`config.mk`:
```
export PLATFORM = sky130hd
export DESIGN_NAME = doctype_declaration_parser
export DESIGN_NICKNAME = d
export VERILOG_FILES = /design/src/ddp_pkg.sv /design/src/ddp_classify.sv /design/src/doctype_declaration_parser.sv
export SDC_FILE = /design/constraint.sdc
export NUM_CORES = 1
export LEC_CHECK = 0
export ABC_AREA = 1
export BUFFER_PORTS_ARGS = -buffer_cell sky130_fd_sc_hd__buf_2
export CAP_MARGIN = 15
export CORE_MARGIN = 3
export CORE_UTILIZATION = 50
export CTS_CLUSTER_SIZE = 8
export DETAILED_ROUTE_END_ITERATION = 12
export HOLD_SLACK_MARGIN = 0.05
export PLACE_DENSITY = 0.7
export SLEW_MARGIN = 0
export SYNTH_ARGS = -nofsm -noshare
export SYNTH_HDL_FRONTEND = slang
export SYNTH_SLANG_ARGS = --single-unit
```
`constraint.sdc`:
```
create_clock -name clk -period 6.3 [get_ports clk]
set_input_delay 0 -clock clk [delete_from_list [all_inputs] [get_ports clk]]
set_output_delay 0 -clock clk [all_outputs]
set_load 0.01 [all_outputs]
```
`src/ddp_pkg.sv`:
```
// ddp_pkg: shared constants, codes and byte-class helpers for the doctype parser
// used by ddp_classify and doctype_declaration_parser; no dependencies
package ddp_pkg;

  // result kind tags
  localparam logic [1:0] KIND_NONE   = 2'd0;
  localparam logic [1:0] KIND_NAME   = 2'd1;
  localparam logic [1:0] KIND_SUBSET = 2'd2;
  localparam logic [1:0] KIND_LIT    = 2'd3;

  // dense error codes
  localparam logic [3:0] ERR_NONE        = 4'd0;
  localparam logic [3:0] ERR_KEY_END     = 4'd1;
  localparam logic [3:0] ERR_KEY_BAD     = 4'd2;
  localparam logic [3:0] ERR_KEY_SPACE   = 4'd3;
  localparam logic [3:0] ERR_NAME_START  = 4'd4;
  localparam logic [3:0] ERR_NAME_CHAR   = 4'd5;
  localparam logic [3:0] ERR_NAME_SPACE  = 4'd6;
  localparam logic [3:0] ERR_SUBSET_END  = 4'd7;
  localparam logic [3:0] ERR_EXT_ID      = 4'd8;
  localparam logic [3:0] ERR_ID_SPACE    = 4'd9;
  localparam logic [3:0] ERR_OPEN_QUOTE  = 4'd10;
  localparam logic [3:0] ERR_CLOSE_QUOTE = 4'd11;
  localparam logic [3:0] ERR_LIT_END     = 4'd12;

  // delimiter bytes
  localparam logic [7:0] CH_NUL    = 8'h00;
  localparam logic [7:0] CH_SPACE  = 8'h20;
  localparam logic [7:0] CH_QUOTE  = 8'h22;
  localparam logic [7:0] CH_US     = 8'h5F;
  localparam logic [7:0] CH_LBRACK = 8'h5B;
  localparam logic [7:0] CH_RBRACK = 8'h5D;
  localparam logic [7:0] CH_GT     = 8'h3E;
  localparam logic [7:0] CH_SYS0   = 8'h53;

  // last keyword positions
  localparam logic [2:0] KEY_LAST_POS = 3'd6;
  localparam logic [2:0] SYS_LAST_POS = 3'd5;

  // classification of one byte, handed to the state machine
  typedef struct packed {
    logic is_zero;
    logic is_space;
    logic is_quote;
    logic is_gt;
    logic is_lbrack;
    logic is_rbrack;
    logic is_name_start;
    logic is_name_char;
    logic key_match;
    logic sys_match;
    logic sys0_match;
  } byte_class_t;

  // keyword DOCTYPE, position taken modulo 7
  function automatic logic [7:0] doctype_char(input logic [2:0] pos);
    logic [7:0] ch;
    unique case (pos)
      3'd0:    ch = 8'h44;  // D
      3'd1:    ch = 8'h4F;  // O
      3'd2:    ch = 8'h43;  // C
      3'd3:    ch = 8'h54;  // T
      3'd4:    ch = 8'h59;  // Y
      3'd5:    ch = 8'h50;  // P
      3'd6:    ch = 8'h45;  // E
      default: ch = 8'h44;  // wraps to D
    endcase
    return ch;
  endfunction

  // keyword SYSTEM, position taken modulo 6
  function automatic logic [7:0] system_char(input logic [2:0] pos);
    logic [7:0] ch;
    unique case (pos)
      3'd0:    ch = 8'h53;  // S
      3'd1:    ch = 8'h59;  // Y
      3'd2:    ch = 8'h53;  // S
      3'd3:    ch = 8'h54;  // T
      3'd4:    ch = 8'h45;  // E
      3'd5:    ch = 8'h4D;  // M
      3'd6:    ch = 8'h53;  // wraps to S
      default: ch = 8'h59;  // wraps to Y
    endcase
    return ch;
  endfunction

endpackage

```
`src/ddp_classify.sv`:
```
// ddp_classify: byte class decode and keyword compare for the doctype parser
// depends on ddp_pkg
module ddp_classify (
  input  logic [7:0]           in_byte,
  input  logic [2:0]           position,
  output ddp_pkg::byte_class_t cls
);
  import ddp_pkg::*;

  logic is_upper;
  logic is_lower;
  logic is_digit;
  logic is_letter;

  // ascii letter and digit ranges
  assign is_upper  = (in_byte >= 8'h41) && (in_byte <= 8'h5A);
  assign is_lower  = (in_byte >= 8'h61) && (in_byte <= 8'h7A);
  assign is_digit  = (in_byte >= 8'h30) && (in_byte <= 8'h39);
  assign is_letter = is_upper || is_lower;

  // delimiter and class flags
  always_comb begin
    cls.is_zero       = (in_byte == CH_NUL);
    cls.is_space      = (in_byte == CH_SPACE);
    cls.is_quote      = (in_byte == CH_QUOTE);
    cls.is_gt         = (in_byte == CH_GT);
    cls.is_lbrack     = (in_byte == CH_LBRACK);
    cls.is_rbrack     = (in_byte == CH_RBRACK);
    cls.is_name_start = is_letter || (in_byte == CH_US);
    cls.is_name_char  = is_letter || is_digit || (in_byte == CH_US) ||
                        (in_byte == 8'h2D) || (in_byte == 8'h2E) ||
                        (in_byte == 8'h3A);
    cls.key_match     = (in_byte == doctype_char(position));
    cls.sys_match     = (in_byte == system_char(position));
    cls.sys0_match    = (in_byte == CH_SYS0);
  end

endmodule

```
`src/doctype_declaration_parser.sv`:
```
// doctype_declaration_parser: byte-serial DOCTYPE declaration recognizer
// pipeline: input register, then result register, between input accept and result valid
// throughput: 1 item per cycle while the result register is not held by out_ready low
// reset: synchronous active-high rst clears phase to idle, position and mismatch flag,
// and empties both the input and result registers
// depends on ddp_pkg and ddp_classify
module doctype_declaration_parser (
  input  logic       clk,
  input  logic       rst,
  input  logic       in_valid,
  output logic       in_ready,
  input  logic       start_req,
  input  logic [7:0] in_byte,
  output logic       out_valid,
  input  logic       out_ready,
  output logic [7:0] out_byte,
  output logic [1:0] out_kind,
  output logic       done_res,
  output logic [3:0] error_code
);
  import ddp_pkg::*;

  typedef enum logic [3:0] {
    PH_IDLE, PH_KEY, PH_KSPACE, PH_NSTART, PH_NAME, PH_BRANCH, PH_SUBSET,
    PH_SUBEND, PH_EXTID, PH_IDSP, PH_QUOTE, PH_LIT, PH_LITEND
  } phase_t;

  // input register
  logic       in_q_valid;
  logic       start_q;
  logic [7:0] byte_q;

  // parser state
  phase_t     phase;
  phase_t     phase_next;
  logic [2:0] position;
  logic [2:0] position_next;
  logic       id_mismatch;
  logic       id_mismatch_next;

  // step results
  phase_t      phase_eff;
  logic [2:0]  pos_eff;
  logic        mism_eff;
  logic [7:0]  res_byte;
  logic [1:0]  res_kind;
  logic        res_done;
  logic [3:0]  res_err;
  byte_class_t cls;
  logic        advance;

  // handshake: input register moves on when the result register can take it
  assign advance   = in_q_valid && (!out_valid || out_ready);
  assign in_ready  = !in_q_valid || advance;

  // start abandons any declaration in progress
  assign phase_eff = start_q ? PH_KEY : phase;
  assign pos_eff   = start_q ? 3'd0 : position;
  assign mism_eff  = start_q ? 1'b0 : id_mismatch;

  ddp_classify u_classify (
    .in_byte  (byte_q),
    .position (pos_eff),
    .cls      (cls)
  );

  // one parser step
  always_comb begin
    phase_next       = phase_eff;
    position_next    = pos_eff;
    id_mismatch_next = mism_eff;
    res_byte         = CH_NUL;
    res_kind         = KIND_NONE;
    res_done         = 1'b0;
    res_err          = ERR_NONE;
    unique case (phase_eff)
      PH_KEY: begin
        if (cls.is_zero) begin
          res_err = ERR_KEY_END;
        end else if (!cls.key_match) begin
          res_err = ERR_KEY_BAD;
        end else if (pos_eff >= KEY_LAST_POS) begin
          phase_next = PH_KSPACE;
        end else begin
          position_next = pos_eff + 3'd1;
        end
      end
      PH_KSPACE: begin
        if (!cls.is_space) res_err = ERR_KEY_SPACE;
        else phase_next = PH_NSTART;
      end
      PH_NSTART: begin
        if (!cls.is_name_start) begin
          res_err = ERR_NAME_START;
        end else begin
          res_byte   = byte_q;
          res_kind   = KIND_NAME;
          phase_next = PH_NAME;
        end
      end
      PH_NAME: begin
        if (cls.is_gt) begin
          res_done = 1'b1;
        end else if (cls.is_space) begin
          phase_next = PH_BRANCH;
        end else if (cls.is_zero) begin
          res_err = ERR_NAME_SPACE;
        end else if (!cls.is_name_char) begin
          res_err = ERR_NAME_CHAR;
        end else begin
          res_byte = byte_q;
          res_kind = KIND_NAME;
        end
      end
      PH_BRANCH: begin
        if (cls.is_lbrack) begin
          phase_next = PH_SUBSET;
        end else begin
          id_mismatch_next = !cls.sys0_match;
          position_next    = 3'd1;
          phase_next       = PH_EXTID;
        end
      end
      PH_SUBSET: begin
        if (cls.is_rbrack) begin
          phase_next = PH_SUBEND;
        end else if (cls.is_zero) begin
          res_err = ERR_SUBSET_END;
        end else begin
          res_byte = byte_q;
          res_kind = KIND_SUBSET;
        end
      end
      PH_SUBEND: begin
        if (cls.is_gt) res_done = 1'b1;
        else res_err = ERR_SUBSET_END;
      end
      PH_EXTID: begin
        // mismatch is collected and only reported on the last id byte
        id_mismatch_next = mism_eff || !cls.sys_match;
        if (pos_eff >= SYS_LAST_POS) begin
          if (id_mismatch_next) res_err = ERR_EXT_ID;
          else phase_next = PH_IDSP;
        end else begin
          position_next = pos_eff + 3'd1;
        end
      end
      PH_IDSP: begin
        if (!cls.is_space) res_err = ERR_ID_SPACE;
        else phase_next = PH_QUOTE;
      end
      PH_QUOTE: begin
        if (!cls.is_quote) res_err = ERR_OPEN_QUOTE;
        else phase_next = PH_LIT;
      end
      PH_LIT: begin
        if (cls.is_quote) begin
          phase_next = PH_LITEND;
        end else if (cls.is_zero) begin
          res_err = ERR_CLOSE_QUOTE;
        end else begin
          res_byte = byte_q;
          res_kind = KIND_LIT;
        end
      end
      PH_LITEND: begin
        if (cls.is_gt) res_done = 1'b1;
        else res_err = ERR_LIT_END;
      end
      default: begin
        // idle without start: nothing happens
      end
    endcase
    // done or error returns to idle
    if (res_done || (res_err != ERR_NONE)) begin
      phase_next       = PH_IDLE;
      position_next    = 3'd0;
      id_mismatch_next = 1'b0;
    end
  end

  // input register, parser state and result register
  always_ff @(posedge clk) begin
    if (rst) begin
      in_q_valid  <= 1'b0;
      out_valid   <= 1'b0;
      phase       <= PH_IDLE;
      position    <= 3'd0;
      id_mismatch <= 1'b0;
    end else begin
      if (in_ready) begin
        in_q_valid <= in_valid;
      end
      if (advance) begin
        out_valid   <= 1'b1;
        phase       <= phase_next;
        position    <= position_next;
        id_mismatch <= id_mismatch_next;
      end else if (out_ready) begin
        out_valid <= 1'b0;
      end
    end
  end

  // payload registers
  always_ff @(posedge clk) begin
    if (in_ready && in_valid) begin
      start_q <= start_req;
      byte_q  <= in_byte;
    end
    if (advance) begin
      out_byte   <= res_byte;
      out_kind   <= res_kind;
      done_res   <= res_done;
      error_code <= res_err;
    end
  end

`ifndef NO_ASSERTIONS
  a_done_err_excl: assert property (@(posedge clk) disable iff (rst)
    out_valid |-> !(done_res && (error_code != ERR_NONE)))
    else $error("done and error raised together");

  a_kind_clean: assert property (@(posedge clk) disable iff (rst)
    (out_valid && (out_kind != KIND_NONE)) |-> (!done_res && (error_code == ERR_NONE)))
    else $error("captured byte alongside done or error");

  a_byte_zero: assert property (@(posedge clk) disable iff (rst)
    (out_valid && (out_kind == KIND_NONE)) |-> (out_byte == CH_NUL))
    else $error("out_byte not zero without a kind");

  a_idle_clear: assert property (@(posedge clk) disable iff (rst)
    (phase == PH_IDLE) |-> ((position == 3'd0) && !id_mismatch))
    else $error("idle with stale position or mismatch");
`endif

endmodule

```
==> implementation parameters <==
Parameter                              Value

Outcome
  Run status ... finished clean

GRT
  Pin count of the biggest net entering global routing ... 21
  Total grt overflow ... 0
  Number of antenna violations at the first check in global routing ... 0
  GRT Resource Usage Total ... roughly 22%
  Vias in the first global route ... 2375
  First-pass GRT wire length ... 10700 µm

STA
  Min Tclk post-route ... 2800 ps
  Setup Skew ... 9.89 ps
  Achievable frequency ... 357 MHz
  Final-report hold violation count ... 0
  Number of max-slew violations in the final report ... 0
  Final Cycle Share ... 44.4%
  Final setup viols ... 0
  Max-slew headroom at the worst pin ... 51.7%
  Accumulated negative setup slack ... 0 ps
  Actual slew at the worst max-slew pin ... 724 ps
  Setup repair after global routing missed its margin ... no

Min path
  Hold/Removal Path Class ... in -> reg

Power
  Seq pwr share ... 49.1%
  Leak Pwr ... between 0.001 and 0.0015 µW
  Largest vdd supply drop ... 0.132 mV
  Overall power ... around 520 µW
  Psw ... 134 µW
  Cell area power density ... 178 nW/µm²
  Net switching share of the total power ... 25.5%
  Combinational cell fraction of total power ... 14.3%
  Clock network fraction of design power ... 36.6%
  Internal power ... slightly below 400 µW

Clock network
  Clock root cell ... clkbuf_8
  H-tree levels ... 2
  CTS clk-pin slew, worst paths ... about 60 ps
  Maximum root-to-sink buffer count ... 2
  Clock latency reported for the late side of the worst-skew pair ... 290 ps
  Setup Fix Bufs, Post-CTS ... 0
  TritonCTS Buffers ... 5
  TritonCTS clock tree ... yes
  Count of clock tree sinks ... 34

Synthesis
  Number of distinct library cell variants in the gate-level netlist after synthesis ... 30
  Number of warning messages in the yosys log ... 0
  Synthesized netlist cell count ... 369
  Sequential share of the synthesized area ... between 30% and 40%
  Fraction of post-synthesis cell area in the top cell type by area ... around 28%
  Synth Register Bits ... 34
  Mean cell area of the mapped netlist ... 6.86 µm²
  Post-synthesis instance area ... 2530 µm²
  Biggest area contributors in the synthesized netlist ... edfxtp_1 28%, nand2_1 13%, nor2_1 8.9%
  Nets in the synthesized netlist ... 387
  Cell taking the most area after synthesis ... edfxtp_1

Finish
  Count of nets after finishing ... 430
  Area grow syn2layout ... 16.4%
  Fillcell total ... between 400 and 500
  Leading cell type in the layout, fill and taps excluded ... nand2_1
  Antenna cells ... 0
  Post-route cell area ... 2950 µm²
  Non-filler cells in the finished layout ... 479
  Utilization of the core after routing ... 61.2%
  Most frequent cells in the layout ... 87 x nand2_1, 60 x nor2_1, 51 x inv_1, 40 x nand3_1, 29 x buf_2
  Share of layout cells above drive strength 1 ... 15.0%

Floorplan
  Core box area ... 4820 µm²
  Height of the die ... 77.2 µm
  Die Area ... around 6000 µm²
  Number of top-level pins ... 30
  Effective utilization at floorplan ... 52.6%
  Number of standard-cell rows in the floorplan ... 25
  DIE WIDTH ... between 70 and 80 µm

Route
  Post-DR vias/cell ... 5.16
  Post-detailed-route count of antenna-violating nets ... 0
  Count of TritonRoute iterations in the first routing pass ... 4
  Final routed wirelength across all metal layers ... around 6100 µm
  Total via count in the routed design ... 2473
  Initial detailed-routing violation count ... 154
  Wirelength per Cell ... between 10 and 15 µm
  DRC violation count after routing ... 0

Critical path
  Crit path max-delay family ... simple AND/OR/NAND/NOR gates
  Kind of critical path ... reg -> reg
  Longest individual stage delay on the worst path ... 460 ps
  Buffers & Inverters on Critical Path ... 2
  Critical path cell sequence ... nor2_1, clkinv_1, ha_1, inv_1, nand2_1, nand3b_1, nand3_1, nand2_2, nor2_4, nand2_4, a21oi_4, nand2_2, nor2_4, nand3_1, a21oi_1
  Standard cell with the maximum stage delay on the critical path ... edfxtp_1
  Required time of the critical path ... 6510 ps
  Critical path fanouts, max ... 8
  Critical path endpoint category ... register
  Arrival time reported for the critical path endpoint ... 3010 ps
  Critical Path Start Type ... register

Place
  RePlAce Congestion ... 0.918
  Post-DP HPWL ... ~4600 µm
  IO buf count ... 29
  Placed cell areas ... 2720 µm²
  Placed cell count ... 460

Job
  Reported max-cap violation count ... 0
-- final cells by class --
type | count | area (µm²) | share of cell area (%)
clock inverter | 2 | 33.8 | 1.15
inverter | 55 | 206 | 7.01
clock buffer | 5 | 68.8 | 2.34
sequential | 34 | 921 | 31.3
multi-input combinational | 275 | 1370 | 46.4
timing repair buffer | 41 | 265 | 9.00
tap | 67 | 83.8 | 2.85
-- through the flow --
stage,worst slack (ps),hold WS (ps)
floorplan,3870,98.9
global placement,3640,176
detailed placement,3530,178
CTS,3510,415
global route,3180,427
finish,3500,425
-- cells by family (layout without fill, tap and decap cells) --
family,after synthesis,count (layout),synth area share [%]
and+or+nand+nor,222,222,40.2
buffers and inverters,60,103,9.63
AOI/OAI and AO/OA,44,44,9.93
DFF,34,34,36.4
adders and majority gates,5,5,2.47
xor gates and xnor gates,4,4,1.38
-- state kept, by name, summed over array words and instances (netlist names) --
signal       cells
out_kind         2
id_mismatch      1
in_q_valid       1
done_res         1
out_valid        1
out_byte         8
phase            4
error_code       4
position         3
start_q          1
byte_q           8
-- metal layers --
metal  up-vias  wire, µm  GRT usage [%]
met1      1107      2880           28.1
met3        10       245           3.99
met4         0       102           8.19
met2        65      2820           37.0
li1       1291         -              -
met5         -         0              0
-- worst paths after layout --
check	startpoint	to	slack (ps)	cells after the start
max reg2reg	start_q$_DFFE_PP_	position[1]$_SDFFE_PP0P_	3500	15
min reg2reg	position[0]$_SDFFE_PP0P_	position[0]$_SDFFE_PP0P_	480	2
min	start_req	start_q$_DFFE_PP_	420	2
max	start_q$_DFFE_PP_	position[1]$_SDFFE_PP0P_	3500	15
-- cell usage after synthesis (all sizes together) --
cell,n
a211oi,1
a21oi,27
a31oi,2
buf,3
clkbuf,2
clkinv,1
dfxtp,10
edfxtp,24
ha,5
inv,54
nand2,95
nand3,47
nand3b,3
nand4,8
nor2,67
nor3,2
o2111ai,2
o21ai,10
o21bai,1
o22ai,1
xor2,4
-- power by group through the flow --
stage,Combinational [µW],Clock (µW),Sequential [µW]
after floorplan,50.9,0,261
after detailed placement,68.8,0,262
final,75.2,192,257
after global routing,85.9,208,258
after CTS,74.7,195,257
after global placement,68.4,0,262
-- worst reg2reg max path: stages, from the launching register on --
cell      delay [ps]
edfxtp_1         460
nor2_1           240
clkinv_1         260
ha_1             340
inv_1            110
nand2_1           80
nand3b_1         180
nand3_1          100
nand2_2           70
nor2_4           150
nand2_4           90
a21oi_4          140
nand2_2           80
nor2_4           180
nand3_1          100
a21oi_1          140
-- what timing repair did --
item / CTS / global route
resized for setup: 0 / 0
hold endpoints to repair: 17 / 0
hold buffers: 12 / 0
(Power assumes the default switching activity.)
